### src/hdl/mexp_pkg.sv
// mexp_pkg: shared constants for the 64-bit modular exponentiation block
// used by the channel interfaces and the top level
package mexp_pkg;

    // width of every payload field and of the modulus register
    localparam int FIELD_W = 64;

    // default working word width
    localparam int WORD_BITS_DEF = 64;

    // modulus after reset: 2^64 - 59
    localparam logic [FIELD_W-1:0] MODULUS_RESET = 64'hFFFF_FFFF_FFFF_FFC5;

endpackage

### src/hdl/mexp_in_if.sv
// mexp_in_if: valid/ready channel carrying one base and exponent word
// depends on mexp_pkg for the field width
interface mexp_in_if;

    logic                        valid;
    logic                        ready;
    logic [mexp_pkg::FIELD_W-1:0] base;
    logic [mexp_pkg::FIELD_W-1:0] exponent;

    modport source (output valid, output base, output exponent, input ready);
    modport sink   (input valid, input base, input exponent, output ready);

endinterface

### src/hdl/mexp_out_if.sv
// mexp_out_if: valid/ready channel carrying one power word
// depends on mexp_pkg for the field width
interface mexp_out_if;

    logic                        valid;
    logic                        ready;
    logic [mexp_pkg::FIELD_W-1:0] power;

    modport source (output valid, output power, input ready);
    modport sink   (input valid, input power, output ready);

endinterface

### src/hdl/mexp_step.sv
// mexp_step: shared modular add-and-double step, one step per cycle
// no package dependency; width set by WORD_BITS from the top level
module mexp_step #(
    parameter int WORD_BITS = 64
) (
    input  logic [WORD_BITS-1:0] p,
    input  logic [WORD_BITS-1:0] acc,
    input  logic [WORD_BITS-1:0] x,
    input  logic                 sel,
    input  logic                 cin,
    output logic [WORD_BITS-1:0] acc_out,
    output logic [WORD_BITS-1:0] x_out
);

    logic [WORD_BITS:0] pw;
    logic [WORD_BITS:0] dbl;
    logic [WORD_BITS:0] dbl_sub;
    logic [WORD_BITS:0] sum;
    logic [WORD_BITS:0] sum_sub;

    // double with shifted-in bit, then one conditional subtract (x < p)
    assign pw      = {1'b0, p};
    assign dbl     = {x, cin};
    assign dbl_sub = dbl - pw;
    assign x_out   = (dbl >= pw) ? dbl_sub[WORD_BITS-1:0] : dbl[WORD_BITS-1:0];

    // accumulate x when selected, then one conditional subtract (acc, x < p)
    assign sum     = {1'b0, acc} + {1'b0, x};
    assign sum_sub = sum - pw;

    always_comb
    begin
        if (!sel)
        begin
            acc_out = acc;
        end
        else if (sum >= pw)
        begin
            acc_out = sum_sub[WORD_BITS-1:0];
        end
        else
        begin
            acc_out = sum[WORD_BITS-1:0];
        end
    end

endmodule

### src/hdl/modular_exponentiation_64_unit.sv
// modular_exponentiation_64_unit: base^exponent mod modulus, square and multiply
// sequence: the base is first reduced modulo the modulus, then each exponent bit, msb first,
//   takes a squaring and, when set, a multiply by the base; then the power is loaded (0 if modulus < 2)
// one word at a time on the shared step unit: a new word is taken only in the idle state;
//   a held power word keeps the sequencer in its finish state
// reset: async active low; modulus returns to 2^64-59, sequencer idle, output empty
module modular_exponentiation_64_unit #(
    parameter int WORD_BITS = mexp_pkg::WORD_BITS_DEF
) (
    input  logic                           clk,
    input  logic                           rst_n,
    input  logic                           cfg_we,
    input  logic [mexp_pkg::FIELD_W-1:0]   cfg_data,
    mexp_in_if.sink                        req,
    mexp_out_if.source                     rsp
);

    localparam int CNT_W = $clog2(WORD_BITS);
    localparam logic [CNT_W-1:0] CNT_LAST = CNT_W'(WORD_BITS - 1);
    localparam logic [WORD_BITS-1:0] ONE = WORD_BITS'(1);

    // sequencer codes
    localparam logic [1:0] ST_IDLE   = 2'd0;
    localparam logic [1:0] ST_REDUCE = 2'd1;
    localparam logic [1:0] ST_MUL    = 2'd2;
    localparam logic [1:0] ST_FINISH = 2'd3;

    logic [mexp_pkg::FIELD_W-1:0] modulus_reg;
    logic [1:0]           state_reg,  state_next;
    logic [WORD_BITS-1:0] b_reg,      b_next;
    logic [WORD_BITS-1:0] e_reg,      e_next;
    logic [WORD_BITS-1:0] r_reg,      r_next;
    logic [WORD_BITS-1:0] acc_reg,    acc_next;
    logic [WORD_BITS-1:0] x_reg,      x_next;
    logic [WORD_BITS-1:0] y_reg,      y_next;
    logic [CNT_W-1:0]     cnt_reg,    cnt_next;
    logic [CNT_W-1:0]     ecnt_reg,   ecnt_next;
    logic                 mulph_reg,  mulph_next;
    logic [WORD_BITS-1:0] power_reg,  power_next;
    logic                 ovalid_reg, ovalid_next;

    logic [WORD_BITS-1:0] p;
    logic                 p_small;
    logic                 step_sel;
    logic                 step_cin;
    logic [WORD_BITS-1:0] step_acc;
    logic [WORD_BITS-1:0] step_x;
    logic                 accept;
    logic                 load_out;

    assign p       = modulus_reg[WORD_BITS-1:0];
    assign p_small = (p < WORD_BITS'(2));
    assign accept  = req.valid && req.ready;

    // modulus register
    always_ff @(posedge clk or negedge rst_n)
    begin
        if (!rst_n)
        begin
            modulus_reg <= mexp_pkg::MODULUS_RESET;
        end
        else if (cfg_we)
        begin
            modulus_reg <= cfg_data;
        end
    end

    // shared step unit
    assign step_sel = (state_reg == ST_MUL) && y_reg[0];
    assign step_cin = (state_reg == ST_REDUCE) && b_reg[WORD_BITS-1];

    mexp_step #(
        .WORD_BITS (WORD_BITS)
    ) u_step (
        .p       (p),
        .acc     (acc_reg),
        .x       (x_reg),
        .sel     (step_sel),
        .cin     (step_cin),
        .acc_out (step_acc),
        .x_out   (step_x)
    );

    assign load_out = (state_reg == ST_FINISH) && (!ovalid_reg || rsp.ready);

    // sequencer
    always_comb
    begin
        state_next = state_reg;
        b_next     = b_reg;
        e_next     = e_reg;
        r_next     = r_reg;
        acc_next   = acc_reg;
        x_next     = x_reg;
        y_next     = y_reg;
        cnt_next   = cnt_reg;
        ecnt_next  = ecnt_reg;
        mulph_next = mulph_reg;
        case (state_reg)
            ST_IDLE:
            begin
                if (accept)
                begin
                    b_next    = req.base[WORD_BITS-1:0];
                    e_next    = req.exponent[WORD_BITS-1:0];
                    x_next    = '0;
                    cnt_next  = '0;
                    ecnt_next = '0;
                    if (p_small)
                    begin
                        r_next     = '0;
                        state_next = ST_FINISH;
                    end
                    else
                    begin
                        state_next = ST_REDUCE;
                    end
                end
            end
            ST_REDUCE:
            begin
                // shift base bits in msb first, keeping the remainder below p
                b_next   = b_reg << 1;
                x_next   = step_x;
                cnt_next = cnt_reg + CNT_W'(1);
                if (cnt_reg == CNT_LAST)
                begin
                    // reduced base kept, start squaring of r = 1
                    b_next     = step_x;
                    r_next     = ONE;
                    x_next     = ONE;
                    y_next     = ONE;
                    acc_next   = '0;
                    cnt_next   = '0;
                    mulph_next = 1'b0;
                    state_next = ST_MUL;
                end
            end
            ST_MUL:
            begin
                // one add-and-double step of the modular product
                acc_next = step_acc;
                x_next   = step_x;
                y_next   = y_reg >> 1;
                cnt_next = cnt_reg + CNT_W'(1);
                if (cnt_reg == CNT_LAST)
                begin
                    r_next   = step_acc;
                    acc_next = '0;
                    cnt_next = '0;
                    if (!mulph_reg && e_reg[WORD_BITS-1])
                    begin
                        // exponent bit set: multiply by the base
                        mulph_next = 1'b1;
                        x_next     = step_acc;
                        y_next     = b_reg;
                    end
                    else
                    begin
                        // next exponent bit
                        mulph_next = 1'b0;
                        e_next     = e_reg << 1;
                        ecnt_next  = ecnt_reg + CNT_W'(1);
                        x_next     = step_acc;
                        y_next     = step_acc;
                        if (ecnt_reg == CNT_LAST)
                        begin
                            state_next = ST_FINISH;
                        end
                    end
                end
            end
            ST_FINISH:
            begin
                if (load_out)
                begin
                    state_next = ST_IDLE;
                end
            end
            default:
            begin
                state_next = ST_IDLE;
            end
        endcase
    end

    // output register
    always_comb
    begin
        power_next  = power_reg;
        ovalid_next = ovalid_reg;
        if (rsp.valid && rsp.ready)
        begin
            ovalid_next = 1'b0;
        end
        if (load_out)
        begin
            power_next  = r_reg;
            ovalid_next = 1'b1;
        end
    end

    // control registers
    always_ff @(posedge clk or negedge rst_n)
    begin
        if (!rst_n)
        begin
            state_reg  <= ST_IDLE;
            cnt_reg    <= '0;
            ecnt_reg   <= '0;
            mulph_reg  <= 1'b0;
            ovalid_reg <= 1'b0;
        end
        else
        begin
            state_reg  <= state_next;
            cnt_reg    <= cnt_next;
            ecnt_reg   <= ecnt_next;
            mulph_reg  <= mulph_next;
            ovalid_reg <= ovalid_next;
        end
    end

    // datapath registers
    always_ff @(posedge clk)
    begin
        b_reg     <= b_next;
        e_reg     <= e_next;
        r_reg     <= r_next;
        acc_reg   <= acc_next;
        x_reg     <= x_next;
        y_reg     <= y_next;
        power_reg <= power_next;
    end

    assign req.ready = (state_reg == ST_IDLE);
    assign rsp.valid = ovalid_reg;
    assign rsp.power = mexp_pkg::FIELD_W'(power_reg);

endmodule
### src/flat_wrapper.sv
// flat-port wrapper written by rule: the top's interface ports become plain ports
module modular_exponentiation_64_unit_flat 
#(
    parameter int WORD_BITS = mexp_pkg::WORD_BITS_DEF
)
  (clk, rst_n, cfg_we, cfg_data, req_valid, req_base, req_exponent, req_ready, rsp_valid, rsp_power, rsp_ready);
  mexp_in_if req_i ();
  mexp_out_if rsp_i ();
  input  logic clk;
  input  logic rst_n;
  input  logic cfg_we;
  input  logic [mexp_pkg::FIELD_W-1:0] cfg_data;
  input wire logic [$bits(req_i.valid)-1:0] req_valid;
  input wire logic [$bits(req_i.base)-1:0] req_base;
  input wire logic [$bits(req_i.exponent)-1:0] req_exponent;
  output wire logic [$bits(req_i.ready)-1:0] req_ready;
  output wire logic [$bits(rsp_i.valid)-1:0] rsp_valid;
  output wire logic [$bits(rsp_i.power)-1:0] rsp_power;
  input wire logic [$bits(rsp_i.ready)-1:0] rsp_ready;
  assign req_i.valid = req_valid;
  assign req_i.base = req_base;
  assign req_i.exponent = req_exponent;
  assign req_ready = req_i.ready;
  assign rsp_valid = rsp_i.valid;
  assign rsp_power = rsp_i.power;
  assign rsp_i.ready = rsp_ready;
  modular_exponentiation_64_unit #(.WORD_BITS(WORD_BITS)) u_core (.clk(clk), .rst_n(rst_n), .cfg_we(cfg_we), .cfg_data(cfg_data), .req(req_i), .rsp(rsp_i));
endmodule
### config.mk
export PLATFORM = sky130hd
export DESIGN_NAME = modular_exponentiation_64_unit_flat
export DESIGN_NICKNAME = d
export VERILOG_FILES = /design/src/hdl/mexp_pkg.sv /design/src/hdl/mexp_in_if.sv /design/src/hdl/mexp_out_if.sv /design/src/hdl/mexp_step.sv /design/src/hdl/modular_exponentiation_64_unit.sv /design/src/flat_wrapper.sv
export SDC_FILE = /design/constraint.sdc
export NUM_CORES = 1
export LEC_CHECK = 0
export BUFFER_PORTS_ARGS = -buffer_cell sky130_fd_sc_hd__buf_4
export CAP_MARGIN = 40
export CORE_AREA = 5 5 276 251
export DETAILED_ROUTE_END_ITERATION = 16
export DIE_AREA = 0 0 281 256
export PLACE_DENSITY = 0.73
export SYNTH_ARGS = -nofsm -noshare
export SYNTH_HDL_FRONTEND = slang
export SYNTH_HIERARCHICAL = 1
export SYNTH_SLANG_ARGS = --single-unit
### constraint.sdc
create_clock -name clk -period 11.7 [get_ports clk]
set_input_delay 2.34 -clock clk [delete_from_list [all_inputs] [get_ports clk]]
set_output_delay 2.34 -clock clk [all_outputs]
set_load 0.005 [all_outputs]
# Word-level counts from Yosys, hierarchy flattened
# Cells that the tools add are included.
# classes
n_addsub	5
magnitude_cmp	3
eq_ne	12
muxes	45
n_reduce_logical	25
# ops
operator	n
64-bit 2-to-1 mux	19
64-bit one-hot mux with 2 select lines	4
64-bit one-hot mux with 3 select lines	2
65-bit by 64-bit >= comparator with 1-bit output	2
64-bit subtractor	2
64-bit by 64-bit adder with 65-bit output	1
64-bit by 2-bit < comparator with 1-bit output, second input constant	1
6-bit 2-to-1 mux	4
6-bit one-hot mux with 2 select lines	2
2-bit 2-to-1 mux	7
6-bit by 1-bit adder with 6-bit output, second input constant	2
6-bit equality test, second input constant	2
2-bit inequality test, second input constant	6
2-bit nonzero test	5
2-bit one-hot mux with 4 select lines	1
2-bit AND reduction	4
1-bit logical AND	6
6-bit AND reduction	1
1-bit 2-to-1 mux	5
5-bit AND reduction	1
2-bit equality test, second input constant	2
4-bit AND reduction	1
3-bit AND reduction	1
3-bit nonzero test	1
7 further kinds	8
# word_totals
regBits	528
input_bits	197
output_inout_bits	66
wordCells	103

# Logic depth before layout (Yosys ltp)
# logic_depth
ltp_word	7
ltp_mapped	29
mapped_depth_nobuf	26

# Modules after synthesis
# The synthesis kept the hierarchy.
# by_module_without_submodules
module	instances	cells_each	area_each_um2	seq_area_each_um2
modular_exponentiation_64_unit	1	1666	22584.2	15529.9
mexp_step	1	2056	13394.1	0.0

# Worst setup path before layout
# Ideal clock, no wire load.
# synth_timing
path_kind	input to register
startpoint	in req_valid
endpoint	reg u_core.r_reg[0], enable pin
setup_time_ns	0.486
t_arrival_ns	8.113
required_ns	11.214
path_slack_ns	3.101
cell_stages	4
n_path_buf	0
cell_sequence	nor2b_1 > nor2_1 > o21ai_1 > nor2_1
# synth_via
elab_chain_cells	3
# synth_lines
item	line_no	rtl
start, declared	flat_wrapper.sv:13	input wire logic [$bits(req_i.valid)-1:0] req_valid;
1-bit logical AND	modular_exponentiation_64_unit.sv:53	assign accept = req.valid && req.ready;
2-bit inequality test (no source line)	n/a	
5-bit AND reduction (no source line)	n/a	
end signal, assigned	modular_exponentiation_64_unit.sv:229	r_reg <= r_next;
end, declared	modular_exponentiation_64_unit.sv:32	logic [WORD_BITS-1:0] r_reg, r_next;
# Every way passes these cells.
# A chain may end at the register's enable or synchronous reset.

# Worst setup path in the final report
# layout_timing
startpoint	reg u_core.x_reg[0]
endpoint	reg u_core.y_reg[15] (data pin)
# layout_via
elab_chain_cells	7
word_cells_on_any_way	8
cone_classes	add/sub (2); order compare (1); mux (5)
# layout_lines
item	line_no	rtl
start, declared	modular_exponentiation_64_unit.sv:34	logic [WORD_BITS-1:0] x_reg, x_next;
start signal, assigned	modular_exponentiation_64_unit.sv:231	x_reg <= x_next;
64-bit by 64-bit adder with 65-bit output (*)	mexp_step.sv:28	assign sum = {1'b0, acc} + {1'b0, x};
64-bit subtractor / 65-bit by 64-bit >= comparator with 1-bit output (equally long branches)	mexp_step.sv:29, mexp_step.sv:37	
64-bit 2-to-1 mux (*)	mexp_step.sv:37	else if (sum >= pw)
64-bit 2-to-1 mux (*)	mexp_step.sv:33	if (!sel)
named net u_core.step_acc[15]	modular_exponentiation_64_unit.sv:46	logic [WORD_BITS-1:0] step_acc;
64-bit 2-to-1 mux (*)	modular_exponentiation_64_unit.sv:151	if (!mulph_reg && e_reg[WORD_BITS-1])
64-bit 2-to-1 mux (*)	modular_exponentiation_64_unit.sv:146	if (cnt_reg == CNT_LAST)
64-bit one-hot mux with 2 select lines (*)	modular_exponentiation_64_unit.sv:99	case (state_reg)
end signal, assigned	modular_exponentiation_64_unit.sv:232	y_reg <= y_next;
end, declared	modular_exponentiation_64_unit.sv:35	logic [WORD_BITS-1:0] y_reg, y_next;
# The timed path passes the listed nets; every way through them passes the cells marked *.

==> impl_metrics.csv <==
group,metric,value,unit
power,power.leakage,17.2,nW
final_layout,fin_cells,4788,
timing,fin_setup_tns,0,ns
routing,vias,30641,
place,dp_cells,4682,
global_route,grt_pass1_vias,27915,
die,die_h,256,um
worst_setup_path,path_class,"reg -> reg",
clocking,cts.htree.levels,2,
worst_setup_path,max_stage_delay,0.75,ns
logic_synthesis,syn_inst,3722,
final_layout,fin_util,0.612,
logic_synthesis,synth-seq-cells,528,
worst_setup_path,crit_path_end_kind,"flip-flop",
routing,postRouteAntennaNets,0,
global_route,grtUsageTotal,0.312,
clocking,cts_setup_buffers,0,
clocking,cts_resized,0,
final_layout,final_cell_mix,"498 x nand2_1, 448 x edfxtp_1, 380 x a21oi_1, 286 x buf_4, 269 x nor2_1",
die,dieArea,71900,um^2
logic_synthesis,yosysSeqAreaShare,0.432,
global_route,grt_antenna_before_repair,1,
logic_synthesis,synthFlopType,"edfxtp_1",
die,io_pins,263,
final_layout,syn_to_final_growth,12.8,%
routing,drc,0,
timing,hold_viol_final,0,
final_layout,nets,4264,
logic_synthesis,avgSynthCellArea,9.67,um^2
die,core,66300,um^2
routing,dr.pass1.iters,6,
final_layout,layout_commonest_cell,"nand2_1",
logic_synthesis,synth_area,36000,um^2
place,place.gp.congestion,1.01,
clocking,clkSlewWorstSetupHoldPaths,0.07,ns
timing,worst_pin_slew,0.950,ns
timing,setup_viol,0,
die,rows,90,
global_route,grt_overflow,0,
power,ir_drop,179,uV
routing,vias_per_cell,6.40,
clocking,cts_tree,"done",
place,io_buffers,262,
logic_synthesis,mappedNetlistNets,4120,
die,start_util,0.542,
clocking,clock_latency,0.65,ns
power,power.total,10.5,mW
timing,min_period_over_period,0.677,
timing,finalCriticalPeriod,7.92,ns
worst_setup_path,crit_top_cell,"o21ai_0",
worst_setup_path,path_max_fanout,46,
min_path,hold_class,"reg -> reg",
worst_setup_path,cp.arrival,8.43,ns
timing,finClkSkew,0.0343,ns
run,cap_viol_max_count,0,
status,outcome,"finished, final reports clean",
logic_synthesis,synth-warning-count,6,
die,die_w,281,um
timing,rsz0062_at_grt,"false",
clocking,clockBufferDepth,3,
final_layout,fin_area,40600,um^2
global_route,grt_max_degree,159,
clocking,clock_sinks,528,
logic_synthesis,yosys.cell_types.count,94,
timing,slew_headroom,0.360,
clocking,cts_hold_buf,0,
routing,drt_iter0_drc,4114,
worst_setup_path,cp_data_required_time,12.21,ns
routing,wire_per_inst,24.5,um
worst_setup_path,cp_slowest_cell,"o21ai_0",
logic_synthesis,synth-edff-count,448,
timing,setup_ws,3.78,ns
power,powerDensity,258,nW/um^2
clocking,numCtsBuffers,56,
timing,max_freq,0.126,GHz
timing,hold_slack,0.417,ns
place,dp_slack,3.95,ns
place,detailed_place_hpwl,88.0,mm
final_layout,drive_above_1_share,0.163,
logic_synthesis,synth-async-reset-ratio,0.152,
clocking,root_buffer,"clkbuf_16",
global_route,grt_pass1_wl,174,mm
place,postPlaceCellArea,38700,um^2
worst_setup_path,start_kind,"flip-flop",
routing,drt_wl_total,117,mm
timing,drv_slew,0,
## layout make-up
class	count	area (um^2)
Timing Repair Buffer	301	2470
Tap cell	874	1090
Fill cell	5563	25700
Antenna cell	1	2.50
Clock buffer	64	1430
Sequential cell	528	15500
Clock inverter	41	479
Multi-Input combinational cell	2856	19100
Inverter	123	462
## power breakdown
group	switching (mW)	internal [mW]	total [mW]
sequential	0.145	2.18	2.32
clock	0.807	1.06	1.87
combinational	3.92	2.36	6.28
total	4.88	5.60	10.5
## kinds of logic (layout without fill, tap and decap cells)
group / count (synthesis) / after routing / share of synthesized area
buffers and inverters: 338 / 529 / 0.0402
flip-flops: 528 / 528 / 0.432
adder cells (fa/ha/maj): 201 / 201 / 0.0705
other: 0 / 1 / 0
AND/OR/NAND/NOR: 1208 / 1208 / 0.155
AO/OA/AOI/OAI: 1006 / 1006 / 0.180
XOR/XNOR: 178 / 178 / 0.0433
multiplexers: 263 / 263 / 0.0783
## synth_stat cells, types with 19 or more instances
cell type  number  area, um^2
nand4_1        65         407
nor2b_1        28         175
o211ai_1       23         173
nor2_1        273        1020
nor3_1         35         175
nand2b_1       19         119
xor2_1         68         596
nor4_1         24         150
dfrtp_1        20         500
nand3_1        46         230
and3_1         89         557
a21o_1        103         773
o211a_1        66         661
ha_1          198        2480
buf_2          68         340
edfxtp_1      448       13500
and2_1         81         507
nand2_1       498        1870
o21ai_0       145         726
xnor2_1       110         963
a31oi_1        89         557
a21oi_1       380        1900
o21a_1         21         158
o21bai_1       37         278
mux2_2        146        1640
mux2i_1       116        1160
dfstp_2        60        1580
inv_1         123         462
clkbuf_1      126         473
## metal layers
| metal | up-vias | global-route usage | wire [um] |
|---|---|---|---|
| met2 | 1677 | 0.414 | 45900 |
| li1 | 14034 | - | - |
| met4 | 0 | 0.0695 | 2760 |
| met1 | 14774 | 0.491 | 52700 |
| met5 | - | 0 | 0 |
| met3 | 156 | 0.101 | 15900 |
## path summary, 6_finish.rpt
check / cells after the start / slack (ns) / startpoint / endpoint
max: 28 / 3.78 / u_core/x_reg[0] / u_core/y_reg[15]
min: 0 / 0.42 / u_core/r_reg[31] / u_core/rsp.power[31]
max reg2reg: 28 / 3.78 / u_core/x_reg[0] / u_core/y_reg[15]
min reg2reg: 0 / 0.42 / u_core/r_reg[31] / u_core/rsp.power[31]
max in group asynchronous: 2 / 8.99 / rst_n / u_core/modulus_reg[1]
min in group asynchronous: 1 / 1.58 / rst_n / u_core/cnt_reg[1]
## critical path, delay by kind of cell (launching register included)
family,cells,cell delay (ns)
muxes,2,0.28
xor gates and xnor gates,1,0.12
adders and majority gates,3,1.11
AOI/OAI and AO/OA,13,3.76
buffers and inverters,3,0.72
DFF,1,0.46
and+or+nand+nor,6,1.22
Note: power is estimated with default switching activity, not from simulation.
